## config.mk

```make
export PLATFORM = sky130hd
export DESIGN_NAME = rfcc_frame_check_flat
export DESIGN_NICKNAME = d
export VERILOG_FILES = /design/src/sv/rfcc_pkg.sv /design/src/sv/rfcc_out_if.sv /design/src/sv/rfcc_crc_byte.sv /design/src/sv/rfcc_frame_check.sv /design/src/flat_wrapper.sv
export SDC_FILE = /design/constraint.sdc
export NUM_CORES = 1
export LEC_CHECK = 0
export ABC_AREA = 1
export BUFFER_PORTS_ARGS = -buffer_cell sky130_fd_sc_hd__buf_2
export CAP_MARGIN = 30
export CORE_MARGIN = 3
export CORE_UTILIZATION = 50
export CTS_CLUSTER_DIAMETER = 30
export DETAILED_ROUTE_END_ITERATION = 8
export HOLD_SLACK_MARGIN = 0.12
export PLACE_DENSITY_LB_ADDON = 0.1
export SLEW_MARGIN = 10
export SYNTH_ARGS = -nofsm -noshare
export SYNTH_HDL_FRONTEND = slang
export SYNTH_SLANG_ARGS = --single-unit
```

## constraint.sdc

```tcl
create_clock -name clk -period 6.96 [get_ports clk]
set_input_delay 0 -clock clk [delete_from_list [all_inputs] [get_ports clk]]
set_output_delay 0 -clock clk [all_outputs]
set_load 0.05 [all_outputs]
```

## src/sv/rfcc_pkg.sv

```systemverilog
// Shared types and constants for the response frame CRC checker.
package rfcc_pkg;

  localparam logic [15:0] CRC_POLY  = 16'h8005;
  localparam logic [7:0]  MIN_FRAME = 8'd4;

  typedef enum logic [1:0] {
    VERDICT_OK      = 2'd0,
    VERDICT_CRC     = 2'd1,
    VERDICT_BAD_LEN = 2'd2,
    VERDICT_DEV_ERR = 2'd3
  } verdict_t;

  typedef enum logic {
    KIND_PAYLOAD = 1'b0,
    KIND_VERDICT = 1'b1
  } kind_t;

  typedef struct packed {
    logic [7:0] rx_byte;
    logic       frame_start;
  } item_t;

  typedef struct packed {
    logic fire;
    logic emit;
  } fc_status_t;

endpackage

```

## src/sv/rfcc_out_if.sv

```systemverilog
// Result channel: valid/ready handshake carrying payload bytes and frame verdicts.
interface rfcc_out_if;
  logic       valid;
  logic       ready;
  logic       item_kind;
  logic [7:0] payload_byte;
  logic [5:0] payload_index;
  logic [1:0] verdict;
  logic       frame_done;

  modport source (output valid, output item_kind, output payload_byte,
                  output payload_index, output verdict, output frame_done,
                  input ready);
  modport sink   (input valid, input item_kind, input payload_byte,
                  input payload_index, input verdict, input frame_done,
                  output ready);
endinterface

```

## src/sv/rfcc_crc_byte.sv

```systemverilog
// One-byte CRC-16 update, polynomial 0x8005, byte fed least significant bit first.
module rfcc_crc_byte (
  input  logic [15:0] crc,
  input  logic [7:0]  data_byte,
  output logic [15:0] crc_next
);

  always_comb begin
    logic [15:0] acc;
    logic        top;
    acc = crc;
    for (int i = 0; i < 8; i++) begin
      top = acc[15];
      acc = {acc[14:0], 1'b0};
      if (data_byte[i] != top) begin
        acc = acc ^ rfcc_pkg::CRC_POLY;
      end
    end
    crc_next = acc;
  end

endmodule

```

## src/sv/rfcc_frame_check.sv

```systemverilog
// Frame state, CRC accumulation, verdict decision and result register.
module rfcc_frame_check #(
  parameter int MAX_FRAME = 64
) (
  input  logic                 clk,
  input  logic                 rst,
  input  rfcc_pkg::item_t      item,
  input  logic                 item_vld,
  rfcc_out_if.source           result,
  output logic                 take,
  output rfcc_pkg::fc_status_t status
);

  logic [7:0]  byte_position, byte_position_next;
  logic [7:0]  frame_count, frame_count_next;
  logic [15:0] crc_accumulator, crc_accumulator_next;
  logic [7:0]  received_crc_low, received_crc_low_next;
  logic [7:0]  first_payload, first_payload_next;

  logic        out_vld;
  logic        kind, kind_next;
  logic [7:0]  pbyte, pbyte_next;
  logic [5:0]  pidx, pidx_next;
  logic [1:0]  verdict, verdict_next;
  logic        done, done_next;
  logic        emit;

  logic        start;
  logic [15:0] crc_in, crc_out;
  logic [8:0]  pos_plus2;
  logic        match;

  assign take        = item_vld && (!out_vld || result.ready);
  assign status.fire = take;
  assign status.emit = emit;

  assign start     = item.frame_start || (byte_position == 8'd0);
  assign crc_in    = start ? 16'd0 : crc_accumulator;
  assign pos_plus2 = {1'b0, byte_position} + 9'd2;
  assign match     = (received_crc_low == crc_accumulator[7:0]) &&
                     (item.rx_byte == crc_accumulator[15:8]);

  rfcc_crc_byte u_crc (
    .crc       (crc_in),
    .data_byte (item.rx_byte),
    .crc_next  (crc_out)
  );

  always_comb begin
    byte_position_next    = byte_position;
    frame_count_next      = frame_count;
    crc_accumulator_next  = crc_accumulator;
    received_crc_low_next = received_crc_low;
    first_payload_next    = first_payload;
    emit                  = 1'b0;
    kind_next             = rfcc_pkg::KIND_PAYLOAD;
    pbyte_next            = 8'd0;
    pidx_next             = 6'd0;
    verdict_next          = rfcc_pkg::VERDICT_OK;
    done_next             = 1'b0;
    if (start) begin
      crc_accumulator_next  = crc_out;
      received_crc_low_next = 8'd0;
      first_payload_next    = 8'd0;
      if (item.rx_byte < rfcc_pkg::MIN_FRAME || item.rx_byte > 8'(MAX_FRAME)) begin
        frame_count_next   = 8'd0;
        byte_position_next = 8'd0;
        emit               = 1'b1;
        kind_next          = rfcc_pkg::KIND_VERDICT;
        verdict_next       = rfcc_pkg::VERDICT_BAD_LEN;
        done_next          = 1'b1;
      end else begin
        frame_count_next   = item.rx_byte;
        byte_position_next = 8'd1;
      end
    end else if (pos_plus2 < {1'b0, frame_count}) begin
      crc_accumulator_next = crc_out;
      if (byte_position == 8'd1) begin
        first_payload_next = item.rx_byte;
      end
      byte_position_next = byte_position + 8'd1;
      emit               = 1'b1;
      pbyte_next         = item.rx_byte;
      pidx_next          = 6'(byte_position - 8'd1);
    end else if (pos_plus2 == {1'b0, frame_count}) begin
      received_crc_low_next = item.rx_byte;
      byte_position_next    = byte_position + 8'd1;
    end else begin
      byte_position_next = 8'd0;
      emit               = 1'b1;
      kind_next          = rfcc_pkg::KIND_VERDICT;
      done_next          = 1'b1;
      if (!match) begin
        verdict_next = rfcc_pkg::VERDICT_CRC;
      end else if (frame_count == rfcc_pkg::MIN_FRAME && first_payload != 8'd0) begin
        verdict_next = rfcc_pkg::VERDICT_DEV_ERR;
      end else begin
        verdict_next = rfcc_pkg::VERDICT_OK;
      end
    end
  end

  always_ff @(posedge clk) begin
    if (rst) begin
      byte_position    <= 8'd0;
      frame_count      <= 8'd0;
      crc_accumulator  <= 16'd0;
      received_crc_low <= 8'd0;
      first_payload    <= 8'd0;
      out_vld          <= 1'b0;
    end else begin
      if (take) begin
        byte_position    <= byte_position_next;
        frame_count      <= frame_count_next;
        crc_accumulator  <= crc_accumulator_next;
        received_crc_low <= received_crc_low_next;
        first_payload    <= first_payload_next;
      end
      if (take && emit) begin
        out_vld <= 1'b1;
      end else if (result.ready) begin
        out_vld <= 1'b0;
      end
    end
  end

  always_ff @(posedge clk) begin
    if (take && emit) begin
      kind    <= kind_next;
      pbyte   <= pbyte_next;
      pidx    <= pidx_next;
      verdict <= verdict_next;
      done    <= done_next;
    end
  end

  assign result.valid         = out_vld;
  assign result.item_kind     = kind;
  assign result.payload_byte  = pbyte;
  assign result.payload_index = pidx;
  assign result.verdict       = verdict;
  assign result.frame_done    = done;

endmodule

```

## src/flat_wrapper.sv

```systemverilog
// flat-port wrapper written by rule: the top's interface ports become plain ports
module rfcc_frame_check_flat 
#(
  parameter int MAX_FRAME = 64
)
  (clk, rst, item, item_vld, take, status, result_valid, result_item_kind, result_payload_byte, result_payload_index, result_verdict, result_frame_done, result_ready);
  rfcc_out_if result_i ();
  input  logic clk;
  input  logic rst;
  input  rfcc_pkg::item_t item;
  input  logic item_vld;
  output logic take;
  output rfcc_pkg::fc_status_t status;
  output wire logic [$bits(result_i.valid)-1:0] result_valid;
  output wire logic [$bits(result_i.item_kind)-1:0] result_item_kind;
  output wire logic [$bits(result_i.payload_byte)-1:0] result_payload_byte;
  output wire logic [$bits(result_i.payload_index)-1:0] result_payload_index;
  output wire logic [$bits(result_i.verdict)-1:0] result_verdict;
  output wire logic [$bits(result_i.frame_done)-1:0] result_frame_done;
  input wire logic [$bits(result_i.ready)-1:0] result_ready;
  assign result_valid = result_i.valid;
  assign result_item_kind = result_i.item_kind;
  assign result_payload_byte = result_i.payload_byte;
  assign result_payload_index = result_i.payload_index;
  assign result_verdict = result_i.verdict;
  assign result_frame_done = result_i.frame_done;
  assign result_i.ready = result_ready;
  rfcc_frame_check #(.MAX_FRAME(MAX_FRAME)) u_core (.clk(clk), .rst(rst), .item(item), .item_vld(item_vld), .result(result_i), .take(take), .status(status));
endmodule
```

After elaboration in Yosys (flattened, before gate mapping)
Cells that the tools add are included.

Bitwise operators: 9. $add $sub $neg: 3. Order comparisons: 3. Eq/ne operators: 14. Reductions and logical operators: 19. Muxes and demuxes: 36.

Operator list (number): 16-bit two-way mux (11); 8-bit two-way mux (10); 3-bit inverter (8); 8-bit equality test (2); 2-bit two-way mux (6); 8-bit by 2-bit adder with 9-bit output (second input constant) (1); 9-bit by 8-bit equality test with 1-bit output (1); 9-bit by 8-bit less-than comparator with 1-bit output (1); 1-bit two-way mux (9); 8-bit by 1-bit adder with 8-bit output (second input constant) (1); 8-bit by 1-bit equality test with 1-bit output (second input constant) (1); 8-bit by 3-bit equality test with 1-bit output (second input constant) (1); 8-bit by 7-bit greater-than comparator with 1-bit output (second input constant) (1); 8-bit logical NOT (1); 8-bit by 3-bit less-than comparator with 1-bit output (second input constant) (1); 1-bit != test (8); 2-bit nonzero test (4); 8-bit nonzero test (1); 3-bit AND reduction (2); 6-bit by 1-bit subtractor with 6-bit output (second input constant) (1); 1-bit logical AND (4); 2-bit AND reduction (2); 1-bit logical OR (3); 2-bit by 1-bit != test with 1-bit output (second input constant) (1); other kinds (3) (3).

Input bits: 13. Register bits: 66. Word-level logic and storage cells: 94. Output and inout port bits: 22.

Depth between registers and ports, before layout
Depth in word-level cells: 21. Depth in mapped cells: 25. Mapped depth without buffers: 25.

Modules after synthesis
From an unflattened synthesis, not the netlist that was laid out.

Cells, all modules: 564. Area total of the unflattened synthesis: 4499.3 um^2.

Modules (own cells, without submodules): rfcc_frame_check (area each 3928.8 um^2, cells each 490, seq. area each 1491.4 um^2, instances 1); rfcc_crc_byte (area each 570.5 um^2, cells each 74, seq. area each 0.0 um^2, instances 1).

Worst setup path before layout
No wires, ideal clock.

Kind: flip-flop to flip-flop. Start: reg u_core.byte_position[1]. End: reg u_core.kind, in the netlist u_core.result.item_kind, enable pin. Data required time: 6591 ps. Setup time: 369 ps. Path buffers: 0. Setup slack: 4049 ps. Clock period less this slack: 2911 ps. Data arrival time: 2542 ps. Stages on the path, launching flop included: 15. Cell sequence: dfxtp_1 > inv_1 > ha_1 > ha_1 > nand2_1 > nor2_1 > a211oi_1 > o21ai_0 > nand3_1 > a21boi_0 > nor3_1 > nand2_1 > nand3_1 > nand2_1 > inv_1.

Word-level cells in the longest chain between the ends: 6. Elaborated cells between the ends (all ways): 9. Those cells by class: 1 x add/sub; 1 x order compare; 1 x eq/ne; 3 x mux; 3 x reduce/logical.

RTL lines: start, declared (RTL line rfcc_frame_check.sv:14) `logic [7:0] byte_position, byte_position_next;`; start signal, assigned (RTL line rfcc_frame_check.sv:113) `byte_position <= byte_position_next;`; parallel branches: the longest is 4 deep, another holds 8-bit by 2-bit adder with 9-bit output; 1-bit two-way mux (*) (RTL line rfcc_frame_check.sv:61) `if (start) begin`; net u_core.emit (RTL line rfcc_frame_check.sv:26) `logic emit;`; 1-bit logical AND (*) (RTL line rfcc_frame_check.sv:128) `if (take && emit) begin`; end signal, assigned (RTL line rfcc_frame_check.sv:129) `kind <= kind_next;`; end, declared (RTL line rfcc_frame_check.sv:21) `logic kind, kind_next;`.

Mark *: on every way through the listed nets, which the timed path passes. A chain may end at the register's enable or synchronous reset.

Worst setup path after layout
Start: reg u_core.byte_position[1]. End: reg u_core.pbyte[2], in the netlist u_core.result.payload_byte[2], enable pin.

Word-level cells in the longest chain between the ends: 6. Elaborated cells between the ends (all ways): 9. Those cells by class: 1 x add/sub; 1 x order compare; 1 x eq/ne; 3 x mux; 3 x reduce/logical.

RTL lines: parallel branches: the longest is 4 deep, another holds 8-bit by 2-bit adder with 9-bit output; 1-bit two-way mux (*) (RTL line rfcc_frame_check.sv:61); 1-bit logical AND (*) (RTL line rfcc_frame_check.sv:128); end signal, assigned (RTL line rfcc_frame_check.sv:130) `pbyte <= pbyte_next;`; end, declared (RTL line rfcc_frame_check.sv:22) `logic [7:0] pbyte, pbyte_next;`.

Mark *: on every way between the ends.

==> summary.md <==
| Metric | Value |
|---|---|
| Detailed Place HPWL | `approximately 6.6 mm` |
| Setup TNS | `0 ns` |
| Outcome | `completed` |
| Slowest CP cell | `inv_1` |
| Met2 wire length | `3.65 mm` |
| Relative max-transition margin | `57.9%` |
| Power Density | `roughly 260 mW/mm2` |
| Starting Density | `52.7%` |
| Most numerous cell in the Yosys netlist | `nand2_1` |
| Final Hold Fails | `0` |
| Critical path arrival | `3.79 ns` |
| Post-route ant nets | `0` |
| Main synth FF type | `dfxtp_1` |
| Die Height | `91.6 um` |
| Synthesis-to-layout area growth | `16.7%` |
| Number of setup violations in the final report | `0` |
| Vias | `approximately 3.3k` |
| Worst hold margin | `between 0.15 and 0.2 ns` |
| Endpoint class of the critical path | `flip-flop` |
| Maximum clock rate | `262 MHz` |
| DR iter-0 viols | `296` |
| GP Congestion | `0.881` |
| Share of layout cells above drive strength 1 | `between 10% and 20%` |
| Core area | `0.00694 mm2` |
| Share of the synthesized area in the top cell type | `between 20% and 30%` |
| CP Launch Type | `flip-flop` |
| Root Driver | `clkbuf_8` |
| Top Family by Delay on Critical Path | `simple AND/OR/NAND/NOR gates` |
| H-tree depth | `3` |
| # DRC | `0` |
| Slew @ Worst Pin | `about 0.63 ns` |
| Vias in the first global route | `3011` |
| CP peak stage delay | `0.46 ns` |
| Cts hold-fix bufs | `10` |
| Detailed Route WL | `8.93 mm` |
| Most frequent cell on the critical path | `nand2_1` |
| Count of cell types in the netlist | `35` |
| # resized after CTS | `0` |
| Uppermost routed layer | `met4` |
| Gate Count Post-Synth | `around 480` |
| Port bufs | `34` |
| Die X | `between 90 and 100 um` |
| Via/cell ratio | `about 5.3` |
| Grt ovf | `0` |
| Fill count | `615` |
| Worst clock skew | `approximately 0.0071 ns` |
| Yosys top cell by area | `dfxtp_1` |
| Slew Limit Fails | `0` |
| Worst Path Buf+Inv | `2` |
| CP required | `6.93 ns` |
| Full die area | `0.00838 mm2` |
| Worst-path clk slew | `0.08 ns` |
| Setup bufs post-CTS | `0` |
| Sink Count | `66` |
| Design area | `0.00427 mm2` |
| Setup CP Type | `reg2reg` |
| Synthesized area | `0.00366 mm2` |
| Number of synthesized register bits | `66` |
| RSZ-0062 raised after global routing | `no` |
| Drt pass-1 iters | `5` |
| Synth Warn # | `0` |
| Clk buf depth | `2` |
| Crit-path cells | `inv_1 -> ha_1 -> ha_1 -> nand2_1 -> nor2_1 -> a211oi_1 -> o21ai_0 -> nand3_1 -> a21boi_0 -> nor3_1 -> nand2_1 -> nand3_1 -> nand2_1 -> inv_1` |
| Top cells by area, synth | `dfxtp_1 27%, edfxtp_1 14%, nand2_1 10%` |
| Crit path time final | `3.81 ns` |
| Dpl cell area | `between 0.003 and 0.004 mm2` |
| Syn Nets | `504` |
| Max IR drop VDD | `0.000141 V` |
| Worst min path class | `in2reg` |
| WL per Instance | `14.5 um` |
| Final period util | `between 50% and 60%` |
| Largest net degree at the start of global routing | `31` |
| CTS buffer count | `9` |
| Number of diodes | `0` |
| Total track usage | `22.1%` |
| Top cells by count, synth | `102 x nand2_1, 51 x a21oi_1, 51 x inv_1` |
| Final Instance Count excl. Fillers | `617` |
| P_leak | `between 1.5 and 2 nW` |
| Async SR Flop Fraction | `0%` |
| First-pass GRT wire length | `around 15 mm` |
| Worst-Skew Late Latency | `approximately 0.34 ns` |
| # rows | `30` |
| Initial antenna violation count | `0` |
| Mapped Avg Cell Area | `7.67 um2` |
| Max-cap violations | `0` |
| Inst Count DP | `591` |
| EDFF count, synth | `17` |
| Nets@finish | `between 500 and 600` |
| M1 wire length | `~4.5 mm` |
| CP max FO | `17` |
| Wire length on met3 | `590 um` |
| Register area share after synthesis | `approximately 40%` |
| I/O pins | `35` |
| CTS tree | `done` |
-- logic make-up after synthesis --
family | count (synthesis) | synth area share, %
AOI/OAI and AO/OA | 88 | 13.3
adders and majority gates | 14 | 4.79
buffers and inverters | 75 | 8.58
DFF | 66 | 40.8
and+or+nand+nor | 201 | 24.3
xor gates and xnor gates | 33 | 8.31
-- path summary, 6_finish.rpt --
path / depth (start not counted) / from / endpoint / slack [ns]
worst max-delay path: 14 / u_core.byte_position[1] / u_core.result.payload_byte[2] / 3.15
worst min-delay path: 2 / rst / u_core.frame_count[2] / 0.16
worst max register to register: 14 / u_core.byte_position[1] / u_core.result.payload_byte[2] / 3.15
worst min register to register: 2 / u_core.first_payload[6] / u_core.first_payload[6] / 0.46
-- layout by cell type, fill, tap and decap left out, drive strengths merged --
cell,synthesis,final
nand2,113,113
inv,57,57
a21oi,52,52
dfxtp,49,49
nor2,39,39
buf,9,34
xor2,28,28
nand3,27,27
o21ai,23,23
edfxtp,17,17
ha,14,14
dlygate4sd3,0,10
clkbuf,7,9
nor3,7,7
nor4,7,7
nand4,6,6
bufinv,0,6
xnor2,5,5
o211ai,4,4
a211oi,3,3
clkinv,2,3
o22ai,2,2
a21boi,1,1
a2111o,1,1
a221oi,1,1
nand3b,1,1
or2,1,1
o21a,1,1
-- layout make-up --
type	count	area (um2)	area share, %
sequential	66	1490	34.9
clock buffer	9	124	2.90
clock inverter	7	189	4.42
tap	96	120	2.81
multi-input combinational	336	1850	43.4
timing repair buffer	44	270	6.33
inverter	59	223	5.21
-- metal layers --
| metal | vias up | track usage, % |
|---|---|---|
| met4 | 0 | 7.54 |
| met1 | 1502 | 33.9 |
| met5 | - | 0 |
| met3 | 15 | 3.48 |
| li1 | 1636 | - |
| met2 | 109 | 30.9 |
-- state kept, by name (all words and copies together) (netlist names) --
signal,cells
u_core.byte_position,8
u_core.first_payload,8
u_core.received_crc_low,8
u_core.result.item_kind,1
u_core.result.payload_byte,8
u_core.result.verdict,2
u_core.frame_count,8
u_core.result.payload_index,6
u_core.result.valid,1
u_core.crc_accumulator,16
-- through the flow --
| step | power (mW) | utilization (%) | setup slack [ns] |
|---|---|---|---|
| 6_report | 1.10 | 61.5 | 3.15 |
| 4_1_cts | 1.10 | 61.5 | 3.24 |
| 3_5_place_dp | 0.603 | 55.6 | 3.27 |
| 3_3_place_gp | 0.600 | 55.6 | 3.50 |
| 5_1_grt | 1.14 | 61.5 | 2.87 |
| 2_1_floorplan | 0.563 | - | 4.05 |
-- worst register-to-register path, cell delays in order (launching register included) --
cell      delay [ns]
dfxtp_1         0.38
inv_1           0.15
ha_1            0.32
ha_1            0.32
nand2_1         0.11
nor2_1          0.06
a211oi_1        0.20
o21ai_0         0.12
nand3_1         0.07
a21boi_0        0.07
nor3_1          0.41
nand2_1         0.43
nand3_1         0.23
nand2_1         0.12
inv_1           0.46
-- where the power goes --
group | internal, mW | switching (mW)
registers | 0.417 | 0.0161
logic | 0.0466 | 0.119
clock network | 0.347 | 0.152
(Power assumes the default switching activity.)
